$ cat src/and_instruction_with_addressing_core_macros.svh
// ----------------------------------------------------------------------------
// AND instruction core assertion macros
// Concurrent assertion forms for the AND instruction core sequencer.
// ----------------------------------------------------------------------------
`ifndef AND_INSTRUCTION_WITH_ADDRESSING_CORE_MACROS_SVH
`define AND_INSTRUCTION_WITH_ADDRESSING_CORE_MACROS_SVH

// The consequent must hold in the same cycle as the antecedent.
`define AIWA_ASSERT_SAME(label, clk, rstn, ante, cons, msg) \
    label: assert property (@(posedge clk) disable iff (!rstn) (ante) |-> (cons)) \
        else $error(msg);

// The consequent must hold in the cycle after the antecedent.
`define AIWA_ASSERT_NEXT(label, clk, rstn, ante, cons, msg) \
    label: assert property (@(posedge clk) disable iff (!rstn) (ante) |=> (cons)) \
        else $error(msg);

`endif

$ cat src/aiwa_pkg.sv
// ----------------------------------------------------------------------------
// AND instruction core package
// Word types, addressing mode codes and sequencer states shared by the core.
// ----------------------------------------------------------------------------
package aiwa_pkg;

    localparam int unsigned ADDR_BITS_DEF = 16;

    // Addressing mode codes carried in the mode field of an input word.
    localparam logic [3:0] MODE_WRITE = 4'd0;
    localparam logic [3:0] MODE_IMM   = 4'd1;
    localparam logic [3:0] MODE_ZP    = 4'd2;
    localparam logic [3:0] MODE_ZPX   = 4'd3;
    localparam logic [3:0] MODE_ABS   = 4'd4;
    localparam logic [3:0] MODE_ABSX  = 4'd5;
    localparam logic [3:0] MODE_ABSY  = 4'd6;
    localparam logic [3:0] MODE_INDX  = 4'd7;
    localparam logic [3:0] MODE_INDY  = 4'd8;

    typedef struct packed {
        logic [3:0]  mode;
        logic [15:0] pc;
        logic [7:0]  reg_a;
        logic [7:0]  reg_x;
        logic [7:0]  reg_y;
        logic [1:0]  instr_size;
        logic [2:0]  base_cycles;
        logic [15:0] mem_addr;
        logic [7:0]  mem_data;
    } in_word_t;

    typedef struct packed {
        logic [7:0]  acc_out;
        logic        flag_n;
        logic        flag_z;
        logic [15:0] next_pc;
        logic [3:0]  cycle_count;
        logic [15:0] eff_address;
        logic        address_valid;
    } out_word_t;

    // One access of the byte memory.
    typedef struct packed {
        logic        we;
        logic        re;
        logic [15:0] addr;
        logic [7:0]  wdata;
    } mem_req_t;

    typedef enum logic [2:0] {
        ST_IDLE,
        ST_OP1,
        ST_OP2,
        ST_PTRL,
        ST_PTRH,
        ST_DATA,
        ST_HOLD
    } seq_state_t;

endpackage

$ cat src/aiwa_seq.sv
// ----------------------------------------------------------------------------
// AND instruction core sequencer
// Stores write words and walks the operand, pointer and data reads of one instruction word.
// ----------------------------------------------------------------------------
`include "and_instruction_with_addressing_core_macros.svh"

module aiwa_seq (
    input  logic                aclk,
    input  logic                aresetn,
    input  logic                s_valid,
    output logic                s_ready,
    input  aiwa_pkg::in_word_t  s_data,
    output aiwa_pkg::mem_req_t  mem_req,
    input  logic [7:0]          mem_rdata,
    output logic                res_valid,
    input  logic                res_ready,
    output aiwa_pkg::out_word_t res_data
);
    import aiwa_pkg::*;

    seq_state_t state_reg, state_next;
    in_word_t   item_reg, item_next;
    logic [7:0]  lo_reg, lo_next;
    logic [7:0]  zp_reg, zp_next;
    logic [15:0] ea_reg, ea_next;
    logic        cross_reg, cross_next;
    logic [7:0]  opnd_reg, opnd_next;

    logic        s_accept;
    logic        instr_mode;
    logic        finish;
    logic [7:0]  operand;
    logic [15:0] base;
    logic [7:0]  idx;
    logic [7:0]  acc;

    assign s_ready    = (state_reg == ST_IDLE);
    assign s_accept   = s_valid && s_ready;
    assign instr_mode = (s_data.mode >= MODE_IMM) && (s_data.mode <= MODE_INDY);

    // Next state.
    always_comb begin
        state_next = state_reg;
        unique case (state_reg)
            ST_IDLE: begin
                if (s_valid && instr_mode) begin
                    state_next = ST_OP1;
                end
            end
            ST_OP1: begin
                case (item_reg.mode) inside
                    MODE_IMM:                       state_next = res_ready ? ST_IDLE : ST_HOLD;
                    MODE_ZP, MODE_ZPX:              state_next = ST_DATA;
                    MODE_ABS, MODE_ABSX, MODE_ABSY: state_next = ST_OP2;
                    default:                        state_next = ST_PTRL;
                endcase
            end
            ST_OP2:  state_next = ST_DATA;
            ST_PTRL: state_next = ST_PTRH;
            ST_PTRH: state_next = ST_DATA;
            ST_DATA: state_next = res_ready ? ST_IDLE : ST_HOLD;
            ST_HOLD: state_next = res_ready ? ST_IDLE : ST_HOLD;
            default: state_next = ST_IDLE;
        endcase
    end

    // Memory requests, address arithmetic and datapath captures.
    always_comb begin
        mem_req    = '0;
        item_next  = item_reg;
        lo_next    = lo_reg;
        zp_next    = zp_reg;
        ea_next    = ea_reg;
        cross_next = cross_reg;
        opnd_next  = opnd_reg;
        finish     = 1'b0;
        operand    = opnd_reg;
        base       = {mem_rdata, lo_reg};
        idx        = 8'h00;
        unique case (state_reg)
            ST_IDLE: begin
                if (s_valid) begin
                    item_next  = s_data;
                    ea_next    = '0;
                    cross_next = 1'b0;
                    if (s_data.mode == MODE_WRITE) begin
                        mem_req.we    = 1'b1;
                        mem_req.addr  = s_data.mem_addr;
                        mem_req.wdata = s_data.mem_data;
                    end else if (instr_mode) begin
                        mem_req.re   = 1'b1;
                        mem_req.addr = 16'(s_data.pc + 16'd1);
                    end
                end
            end
            ST_OP1: begin
                case (item_reg.mode) inside
                    MODE_IMM: begin
                        finish  = 1'b1;
                        operand = mem_rdata;
                    end
                    MODE_ZP: begin
                        ea_next      = {8'h00, mem_rdata};
                        mem_req.re   = 1'b1;
                        mem_req.addr = ea_next;
                    end
                    MODE_ZPX: begin
                        ea_next      = {8'h00, 8'(mem_rdata + item_reg.reg_x)};
                        mem_req.re   = 1'b1;
                        mem_req.addr = ea_next;
                    end
                    MODE_ABS, MODE_ABSX, MODE_ABSY: begin
                        lo_next      = mem_rdata;
                        mem_req.re   = 1'b1;
                        mem_req.addr = 16'(item_reg.pc + 16'd2);
                    end
                    MODE_INDX: begin
                        zp_next      = 8'(mem_rdata + item_reg.reg_x);
                        mem_req.re   = 1'b1;
                        mem_req.addr = {8'h00, zp_next};
                    end
                    default: begin
                        zp_next      = mem_rdata;
                        mem_req.re   = 1'b1;
                        mem_req.addr = {8'h00, zp_next};
                    end
                endcase
            end
            ST_OP2: begin
                if (item_reg.mode == MODE_ABSX) begin
                    idx = item_reg.reg_x;
                end else if (item_reg.mode == MODE_ABSY) begin
                    idx = item_reg.reg_y;
                end
                ea_next      = 16'(base + {8'h00, idx});
                cross_next   = (ea_next[15:8] != base[15:8]);
                mem_req.re   = 1'b1;
                mem_req.addr = ea_next;
            end
            ST_PTRL: begin
                lo_next      = mem_rdata;
                mem_req.re   = 1'b1;
                mem_req.addr = {8'h00, 8'(zp_reg + 8'd1)};
            end
            ST_PTRH: begin
                if (item_reg.mode == MODE_INDY) begin
                    idx = item_reg.reg_y;
                end
                ea_next      = 16'(base + {8'h00, idx});
                cross_next   = (ea_next[15:8] != base[15:8]);
                mem_req.re   = 1'b1;
                mem_req.addr = ea_next;
            end
            ST_DATA: begin
                finish  = 1'b1;
                operand = mem_rdata;
            end
            ST_HOLD: begin
                finish = 1'b1;
            end
            default: begin
                finish = 1'b0;
            end
        endcase
        // Park the operand when the output stage is full, so ST_HOLD can rebuild the result from opnd_reg.
        if (finish && !res_ready) begin
            opnd_next = operand;
        end
    end

    assign acc       = item_reg.reg_a & operand;
    assign res_valid = finish;

    always_comb begin
        res_data.acc_out       = acc;
        res_data.flag_n        = acc[7];
        res_data.flag_z        = (acc == 8'h00);
        res_data.next_pc       = 16'(item_reg.pc + {14'b0, item_reg.instr_size});
        res_data.cycle_count   = 4'({1'b0, item_reg.base_cycles} + {3'b000, cross_reg});
        res_data.eff_address   = ea_reg;
        res_data.address_valid = (item_reg.mode != MODE_IMM);
    end

    always_ff @(posedge aclk) begin
        if (!aresetn) begin
            state_reg <= ST_IDLE;
        end else begin
            state_reg <= state_next;
        end
    end

    always_ff @(posedge aclk) begin
        item_reg  <= item_next;
        lo_reg    <= lo_next;
        zp_reg    <= zp_next;
        ea_reg    <= ea_next;
        cross_reg <= cross_next;
        opnd_reg  <= opnd_next;
    end

    `AIWA_ASSERT_SAME(a_write_only_idle, aclk, aresetn, mem_req.we, state_reg == ST_IDLE, "memory write outside idle")
    `AIWA_ASSERT_SAME(a_single_port, aclk, aresetn, mem_req.we, !mem_req.re, "memory read and write in one cycle")
    `AIWA_ASSERT_NEXT(a_issue_op1, aclk, aresetn, s_accept && instr_mode, state_reg == ST_OP1, "instruction word did not start its operand read")
    `AIWA_ASSERT_NEXT(a_hold_result, aclk, aresetn, res_valid && !res_ready, res_valid && (state_reg == ST_HOLD), "stalled result was dropped")

endmodule

$ cat config.mk
export PLATFORM = sky130hd
export DESIGN_NAME = aiwa_seq
export DESIGN_NICKNAME = d
export VERILOG_FILES = /design/src/aiwa_pkg.sv /design/src/aiwa_seq.sv
export VERILOG_INCLUDE_DIRS = /design/src /design/src/src
export SDC_FILE = /design/constraint.sdc
export NUM_CORES = 1
export LEC_CHECK = 0
export ABC_AREA = 0
export BUFFER_PORTS_ARGS = -buffer_cell sky130_fd_sc_hd__buf_4
export CELL_PAD_IN_SITES_DETAIL_PLACEMENT = 0
export CELL_PAD_IN_SITES_GLOBAL_PLACEMENT = 2
export CORE_UTILIZATION = 33
export DETAILED_ROUTE_END_ITERATION = 8
export PLACE_DENSITY = 0.91
export SYNTH_ARGS = -nofsm -noshare
export SYNTH_HDL_FRONTEND = slang
export SYNTH_SLANG_ARGS = --single-unit
$ cat constraint.sdc
create_clock -name aclk -period 5.67 [get_ports aclk]
set_clock_uncertainty 0.2 [all_clocks]
set_input_delay 1.134 -clock aclk [delete_from_list [all_inputs] [get_ports aclk]]
set_output_delay 1.134 -clock aclk [all_outputs]
set_load 0.01 [all_outputs]
Yosys cells after proc, flatten, opt, wreduce, memory -nomap -nowiden
Index checks and enable logic that the tools add are counted.
Word-level totals
  flip-flop bits (word level): 93
  logic and storage cells: 113
  input bits: 85
  output and inout bits: 75
Operators by class
  multiplexer cells: 42
  magnitude comparators: 2
  equal/unequal tests: 24
  reduce and logical (&&, ||, !) cells: 19
  bitwise logic cells: 5
  add/subtract/negate cells: 8
Operators with widths (count)
  16-bit two-way mux: 8
  8-bit two-way mux: 14
  17-bit one-hot mux with 5 select lines: 1
  16-bit one-hot mux with 4 select lines: 1
  17-bit two-way mux: 2
  16-bit by 8-bit adder with 16-bit output: 2
  8-bit one-hot mux with 2 select lines: 2
  26-bit two-way mux: 1
  16-bit by 1-bit adder with 16-bit output (second input constant): 1
  16-bit by 2-bit adder with 16-bit output: 1
  16-bit by 2-bit adder with 16-bit output (second input constant): 1
  4-bit by 3-bit equality test with 1-bit output (second input constant): 4
  8-bit inequality test: 2
  3-bit one-hot mux with 5 select lines: 1
  3-bit two-way mux: 4
  5-bit AND reduction: 2
  3-bit equality test (second input constant): 3
  8-bit by 1-bit adder with 8-bit output (second input constant): 1
  8-bit adder: 1
  8-bit AND: 1
  4-bit by 2-bit equality test with 1-bit output (second input constant): 2
  8-bit logical NOT: 1
  2-bit inequality test (second input constant): 4
  3-bit by 2-bit equality test with 1-bit output (second input constant): 2
  other kinds (24): 38

Longest topological paths before layout
Gate-level depths: netlist of the first run.
  depth after elaboration: 7
  gate-level depth with buffers: 13
  gate-level depth less buffers: 12

Worst setup path before layout of the first run
No wires, ideal clock.
  path type: in2out
  from: input mem_rdata[1]
  to: output mem_req[12] (netlist bit)
  cell stages on the path: 9
  buffers on the path: 1
  arrival time: 3.359 ns
  data required time: 4.336 ns
  setup slack: 0.977 ns
  cell sequence: clkbuf_1 > inv_1 > fa_1 > nand2b_1 > a21oi_1 > a211oi_1 > a21o_1 > o21a_1 > or4b_2
RTL lines
  start: declaration: RTL line aiwa_seq.sv:14  | input logic [7:0] mem_rdata,
  end: declaration: RTL line aiwa_seq.sv:13  | output aiwa_pkg::mem_req_t mem_req,

==> results of run 1 <==
==> worst max path at each step <==
stage | from | to | slack [ns]
3_3_place_gp | item_reg[69]$_DFFE_PP_ | mem_req[20] | 0.62
3_5_place_dp | item_reg[69]$_DFFE_PP_ | mem_req[20] | 0.56
6_report | item_reg[69]$_DFFE_PP_ | mem_req[20] | 0.33
5_1_grt | item_reg[69]$_DFFE_PP_ | mem_req[20] | 0.05
4_1_cts | item_reg[69]$_DFFE_PP_ | mem_req[20] | 0.16
2_1_floorplan | mem_rdata[1] | mem_req[12] | 0.98
==> cell families after synthesis <==
| logic type | count (synthesis) |
|---|---|
| XOR/XNOR | 60 |
| AO/OA/AOI/OAI | 189 |
| flip-flops | 93 |
| multiplexers | 14 |
| adder cells (fa/ha/maj) | 35 |
| AND/OR/NAND/NOR | 269 |
| buffers and inverters | 53 |
==> per-layer routing <==
layer | vias to the layer above | global-route usage [%] | part of all wire, %
met2 | 279 | 32.3 | 45
met1 | 2890 | 29.4 | 46
met3 | 33 | 3.51 | 7.3
li1 | 2981 | - | -
met5 | - | 0 | 0
met4 | 0 | 6.95 | 2.5
==> Yosys cell counts, types with 13 or more instances <==
library cell,n
nor2b_1,17
a21oi_1,41
a22oi_1,13
xor2_1,26
o211ai_1,15
ha_1,31
xnor2_1,34
nand3_1,36
and2_1,26
inv_1,21
edfxtp_1,90
nand2_1,60
clkbuf_1,26
o21ai_0,36
nor2_1,61
==> cells in the final DEF, fill, tap and decap left out, types with 4 or more instances in the layout <==
cell type and count:
o221ai_1 6, nand3_1 36, o211ai_1 15, nor3_1 9, xnor2_1 34, o21ai_0 35
a211oi_1 5, nand2b_1 12, fa_1 4, nand4_1 8, a222oi_1 4, and4_1 5
inv_1 21, buf_4 173, nor2b_1 16, and2_1 25, a21o_1 9, o2111ai_1 6
mux2i_1 10, o22ai_1 7, and3_1 9, nor3b_1 5, edfxtp_1 90, xor2_1 26
nand2_1 60, nor2_1 61, a21oi_1 41, a221oi_1 4, o21a_1 6, a22oi_1 12
clkbuf_16 9, a31oi_1 10, ha_1 31
==> repair_timing <==
action / 4_1_cts / 5_1_grt
endpoints found under the hold margin: 0 / 0
resized for setup: 0 / 2
endpoints found under the setup margin: 0 / 1
==> power by group through the flow <==
stage	logic, mW	registers [mW]	clock network, mW
2_1_floorplan	0.363	0.909	0
3_3_place_gp	0.673	0.922	0
3_5_place_dp	0.671	0.921	0
4_1_cts	0.674	0.907	0.639
5_1_grt	0.731	0.919	0.660
6_report	0.675	0.908	0.626
==> per-stage QoR <==
| stage | setup slack [ns] | total power [mW] |
|---|---|---|
| after global placement | 0.623 | 1.59 |
| final | 0.327 | 2.21 |
| after detailed placement | 0.563 | 1.59 |
| after floorplan | 0.977 | 1.27 |
| after global routing | 0.0460 | 2.31 |
| after CTS | 0.164 | 2.22 |
==> worst min-delay path, delay by kind of cell, from the launching register on <==
kind | cells | cell delay, ns
flops | 1 | 0.32
compound gates | 1 | 0.08
buf+inv | 1 | 0.05
==> cell type report <==
cell class                      instances  area share [%]
Clock buffer                           10            2.66
Clock inverter                          6           0.799
Inverter                               21           0.916
Multi-Input combinational cell        567            44.5
Sequential cell                        93            32.1
Tap cell                              270            3.92
Timing Repair Buffer                  173            15.1
==> summary.md, run 1 <==
| Metric | Value |
|---|---|
| WP buf/inv | `2` |
| Final WL | `22100 um` |
| Core region area | `20200 sq um` |
| Final Max Tran Viols | `0` |
| Congestion Overflow GR | `0` |
| Post-synth EDFFs | `90` |
| Die area | `between 20000 and 25000 sq um` |
| Logic pwr share | `30.6%` |
| CTS Buf Count | `9` |
| Max_slew headroom | `34.3%` |
| Final min period | `between 5 and 6 ns` |
| RR Endpoint | `ea_reg[9]$_DFFE_PP_` |
| Peak VDD IR | `154 uV` |
| Critical Path Start Type | `flip-flop` |
| Clk Latency, worst-skew pair | `around 0.35 ns` |
| Vias in the first global route | `5830` |
| CP Max Fanout | `11` |
| Via count | `about 6200` |
| Critical path cell sequence | `nor2b_2, a22oi_1, nor2_1, ha_1, inv_1, fa_1, nand2b_1, a21oi_1, o41a_1, a31oi_1, o21a_1, or4b_2, buf_4` |
| Yosys reg bits | `93` |
| Adder-Cell Fraction of Synth Area | `6.88%` |
| Post-CTS Hold Fix Bufs | `0` |
| Worst Hold Path EP | `opnd_reg[1]$_DFFE_PP_` |
| Syn Nets | `approximately 830` |
| Routed Antenna Nets | `0` |
| Avg Cell Area, Syn | `9.55 sq um` |
| Post CTS Setup Buffer Count | `0` |
| Largest net degree at the start of global routing | `50` |
| Die Width | `146 um` |
| DR iter-0 viols | `between 400 and 500` |
| Worst hold path startpoint | `opnd_reg[1]$_DFFE_PP_` |
| Routability Congestion | `0.914` |
| Effective utilization at floorplan | `33.6%` |
| CP endpoint kind | `primary output` |
| Share of the synthesized area in the top cell type | `between 30% and 40%` |
| R2r startpoint | `item_reg[72]$_DFFE_PP_` |
| RSZ-0062 raised after global routing | `no` |
| R2r setup slk | `1.79 ns` |
| Period Utilization, post-route | `between 90% and 100%` |
| Largest family of logic cells by synthesized area | `simple AND/OR/NAND/NOR gates` |
| Area grow syn2layout | `26.5%` |
| Root buffer cell | `clkbuf_16` |
| Critical path's slowest cell | `or4b_2` |
| FFs w/ async S/R, synth | `0%` |
| Fin Setup TNS | `0 ns` |
| Status | `finished clean` |
| H-tree levels | `3` |
| Clock group share of total power | `between 20% and 30%` |
| Critical path depth in cells | `13` |
| Synth warnings | `0` |
| Fin cells | `1140` |
| DR WL/cell | `just under 20 um` |
| Gate Count Post-Synth | `approximately 710` |
| Filler cells | `approximately 2000` |
| Synth top area cells | `edfxtp_1 (40%), ha_1 (5.7%), xnor2_1 (4.4%), nor2_1 (3.4%), xor2_1 (3.3%)` |
| HP Class | `reg2reg` |
| Max-capacitance violation count | `0` |
| Distinct cell type count of the synthesized netlist | `between 60 and 70` |
| Mapped cell area | `a little under 7000 sq um` |
| Clk slew on worst S/H paths | `0.07 ns` |
| Via/cell ratio | `about 5.4` |
| Register area share after synthesis | `40.6%` |
| P_sw | `722 uW` |
| Placed cells | `approximately 1100` |
| Hold path depth | `2` |
| Max Root-Sink Buffers | `2` |
| Max incr delay on CP | `0.66 ns` |
| CTS Sinks | `a little over 90` |
| Top cell type by total area after synthesis | `edfxtp_1` |
| Pint | `~1.5 mW` |
| Initial antenna violation count | `0` |
| Number of hold violations in the final report | `0` |
| Xor and xnor fraction of the mapped netlist area | `7.72%` |
| Crit Path Category | `reg2out` |
| Pwr dens | `around 260 nW/um^2` |
| Number of port buffers | `159` |
| Die Span Y | `146 um` |
| Share of cells above drive strength 1 | `between 20% and 30%` |
| Reg power frac | `41.1%` |
| Arrival time at the worst endpoint | `4.01 ns` |
| Total GRT Usage | `20.9%` |
| Reg2reg path depth | `11` |
| Net Sw Frac | `approximately 33%` |
| Number of flip-flops under the largest register name | `49` |
| Final hold slack | `0.362 ns` |
| Antenna cells | `0` |
| F_max | `187 MHz` |
| Worst path required time | `4.34 ns` |
| Top Ports | `160` |
| Area of the multi-input gates | `3830 sq um` |
| First-pass GRT wire length | `between 30000 and 40000 um` |
| Main synth FF type | `edfxtp_1` |
| CP top delay family | `simple AND/OR/NAND/NOR gates` |
| Synth Area in Simple Gates | `about a fifth` |
| Area after DPL | `8300 sq um` |
| CTS tree | `built` |
| Number of iterations in the first detailed-routing pass | `5` |
| DP HPWL | `17400 um` |
| Lkg Pwr | `roughly 3.5 nW` |
| Post-synthesis compound-gate area fraction | `18.7%` |
| Seq. cell area | `about 2800 sq um` |
| Least-Margin Pin Slew | `0.982 ns` |
| Post-route cell area | `8610 sq um` |
| DRC violations left | `0` |
| Finish-stage setup viols | `0` |
| Mux cell area share after synthesis | `about 2.2%` |
| Net count, final | `985` |
| Core Rows | `52` |
| Final core area utilization | `around 43%` |
(Power assumes the default switching activity.)
==> run 2, diff against run 1 <==
--- a/config.mk
+++ b/config.mk
@@ -10,6 +10,7 @@
 export BUFFER_PORTS_ARGS = -buffer_cell sky130_fd_sc_hd__buf_4
 export CELL_PAD_IN_SITES_DETAIL_PLACEMENT = 0
 export CELL_PAD_IN_SITES_GLOBAL_PLACEMENT = 2
+export CORE_ASPECT_RATIO = 1.2
 export CORE_UTILIZATION = 33
 export DETAILED_ROUTE_END_ITERATION = 8
 export PLACE_DENSITY = 0.91
==> summary.md, run 2 (synthesized netlist as in run 1, its figures left out) <==
| Metric | Value |
|---|---|
| WP buf/inv | `4 (+2)` |
| Total GRT Usage | `21.1% (+0.25 points)` |
| Finish-stage setup viols | `0 (unchanged)` |
| Least-Margin Pin Slew | `0.940 ns (-0.0412 ns)` |
| Effective utilization at floorplan | `33.6% (about the same)` |
| DR iter-0 viols | `424 (+1.2%)` |
| Max Root-Sink Buffers | `2 (unchanged)` |
| P_sw | `726 uW (+0.62%)` |
| Routability Congestion | `0.929 (+1.6%)` |
| Number of iterations in the first detailed-routing pass | `5 (unchanged)` |
| CTS Sinks | `93 (unchanged)` |
| Pint | `1.44 mW (-3.2%)` |
| Routed Antenna Nets | `0 (unchanged)` |
| First-pass GRT wire length | `33900 um (+0.93%)` |
| Filler cells | `2056 (+2.4%)` |
| Pwr dens | `253 nW/um^2 (-1.4%)` |
| CP top delay family | `compound AO/OA/AOI/OAI gates` |
| Area grow syn2layout | `25.8%` |
| R2r setup slk | `1.85 ns (+0.06 ns)` |
| Die Width | `133 um (-8.6%)` |
| CTS Buf Count | `9 (unchanged)` |
| Critical Path Start Type | `flip-flop` |
| Number of port buffers | `159 (unchanged)` |
| Reg2reg path depth | `11 (unchanged)` |
| Vias in the first global route | `5916 (+1.5%)` |
| Core region area | `20300 sq um (about the same)` |
| Root buffer cell | `clkbuf_16` |
| Placed cells | `1117 (-0.62%)` |
| Max incr delay on CP | `0.64 ns (-0.02 ns)` |
| Share of cells above drive strength 1 | `24.0% (-0.060 points)` |
| Final Max Tran Viols | `0 (unchanged)` |
| CP Max Fanout | `14 (+3)` |
| Clk slew on worst S/H paths | `0.07 ns (about the same)` |
| Crit Path Category | `reg2out` |
| Worst Hold Path EP | `opnd_reg[1]$_DFFE_PP_` |
| Final min period | `5.41 ns (+0.0653 ns)` |
| Fin Setup TNS | `0 ns (unchanged)` |
| Via/cell ratio | `5.45 (+0.49%)` |
| Reg power frac | `41.9% (+0.8 points)` |
| F_max | `185 MHz (-1.2%)` |
| Arrival time at the worst endpoint | `4.07 ns (+0.06 ns)` |
| Net Sw Frac | `33.5% (+0.85 points)` |
| Critical path's slowest cell | `or4b_2` |
| Clk Latency, worst-skew pair | `0.36 ns (about the same)` |
| Hold path depth | `2 (unchanged)` |
| Worst hold path startpoint | `opnd_reg[1]$_DFFE_PP_` |
| Final WL | `22300 um (+0.79%)` |
| Max-capacitance violation count | `0 (unchanged)` |
| DRC violations left | `0 (unchanged)` |
| DR WL/cell | `19.7 um (+1.4%)` |
| Fin cells | `1133 (-0.61%)` |
| Number of hold violations in the final report | `0 (unchanged)` |
| Logic pwr share | `30.7% (about the same)` |
| Congestion Overflow GR | `0 (unchanged)` |
| Post CTS Setup Buffer Count | `0 (unchanged)` |
| Final core area utilization | `42.3% (-0.26 points)` |
| Lkg Pwr | `3.46 nW (-0.52%)` |
| Peak VDD IR | `181 uV (+18%)` |
| Status | `finished clean` |
| Largest net degree at the start of global routing | `29 (-42%)` |
| HP Class | `reg2reg` |
| Die Span Y | `159 um (+9.4%)` |
| Dpl ws | `0.633 ns (+0.0703 ns)` |
| Initial antenna violation count | `0 (unchanged)` |
| Core Rows | `57 (+9.6%)` |
| Critical path cell sequence | `buf_4, nor2b_1, buf_4, a22oi_1, nor2_1, ha_1, inv_1, fa_1, nand2b_1, a21oi_1, o41a_1, a22oi_1, nor3_1, or4b_2, buf_4` |
| Most common cell after layout, fill and taps aside | `buf_4` |
| R2r startpoint | `item_reg[69]$_DFFE_PP_` |
| Max_slew headroom | `37.1% (+2.8 points)` |
| RSZ-0062 raised after global routing | `no` |
| Period Utilization, post-route | `95.4% (+1.2 points)` |
| H-tree levels | `3 (unchanged)` |
| Most frequent cells in the layout | `buf_4 (171), edfxtp_1 (90), nor2_1 (61)` |
| Critical Path Most Common Cell | `buf_4` |
| Net count, final | `983 (-0.20%)` |
| Post-route cell area | `8560 sq um (-0.51%)` |
| CP endpoint kind | `primary output` |
| Antenna cells | `0 (unchanged)` |
| CTS tree | `built` |
| Via count | `6175 (-0.13%)` |
| Setup slack after layout | `0.262 ns (-0.0653 ns)` |
| RR Endpoint | `ea_reg[9]$_DFFE_PP_` |
| Number of flip-flops under the largest register name | `49 (unchanged)` |
| Top Ports | `160 (unchanged)` |
| Clock group share of total power | `27.4% (-1.0 points)` |
| Worst path required time | `4.34 ns (about the same)` |
| DP HPWL | `17600 um (+1.2%)` |
| Area after DPL | `8280 sq um (-0.26%)` |
| Die area | `21200 sq um (about the same)` |
-- run 2: cell count changes in the layout (fill, tap and decap cells not counted), sizes merged --
| cell | change |
|---|---|
| buf | -2 |
| bufinv | -1 |
| clkbuf | -1 |
| clkinv | +1 |
| clkinvlp | +1 |
-- run 2: worst reg2reg max path: cells and delay by family (launching register included) --
| family | cells | cell delay (ns) |
|---|---|---|
| AOI/OAI and AO/OA | 2 | 0.51 |
| adders and majority gates | 1 | 0.25 |
| buffers and inverters | 2 | 0.41 |
| DFF | 1 | 0.43 |
| and+or+nand+nor | 6 | 1.77 |
-- run 2: layout make-up --
cell class              count  area [sq um]  share of cell area (%)
well taps                 265           332                    3.87
inverters                  21          78.8                   0.920
clock buffers               9           225                    2.63
multi-input cells         567          3830                    44.7
flip-flops and latches     93          2760                    32.3
repair buffers            171          1280                    15.0
clock inverters             7          55.1                   0.643
-- run 2: power by group through the flow --
stage / Clock [mW] / Sequential, mW / Combinational, mW
after global routing: 0.627 / 0.915 / 0.722
final: 0.594 / 0.908 / 0.666
after global placement: 0 / 0.921 / 0.663
after detailed placement: 0 / 0.922 / 0.664
after CTS: 0.605 / 0.907 / 0.667
after floorplan: 0 / 0.909 / 0.363
-- run 2: how the worst max path moves through the flow --
stage                                 startpoint           to  slack [ns]  cells after the start
after floorplan                     mem_rdata[1]  mem_req[12]        0.98                      9
after global placement              mem_rdata[1]  mem_req[12]        0.72                     10
after detailed placement            mem_rdata[1]  mem_req[12]        0.63                     10
after CTS                 item_reg[69]$_DFFE_PP_  mem_req[20]        0.28                     13
after global routing      item_reg[69]$_DFFE_PP_  mem_req[20]        0.07                     15
final                     item_reg[69]$_DFFE_PP_  mem_req[20]        0.26                     15
-- run 2: repair_timing --
action,CTS,global route
setup endpoints to repair,0,1
hold buffers,0,0
gates resized for setup,0,1
-- run 2: stage by stage --
step                      hold slack (ns)  total power [mW]
after floorplan                     0.305              1.27
after global placement              0.333              1.58
after detailed placement            0.335              1.59
after CTS                           0.353              2.18
after global routing                0.373              2.26
final                               0.343              2.17
-- run 2: routing by layer --
layer / global-route usage (%) / vias up / routed length [um]
met5: 0 / - / 0
met4: 6.82 / 0 / 476
met3: 3.79 / 29 / 1750
li1: - / 2976 / -
met1: 27.2 / 2895 / 9280
met2: 35.6 / 275 / 10800
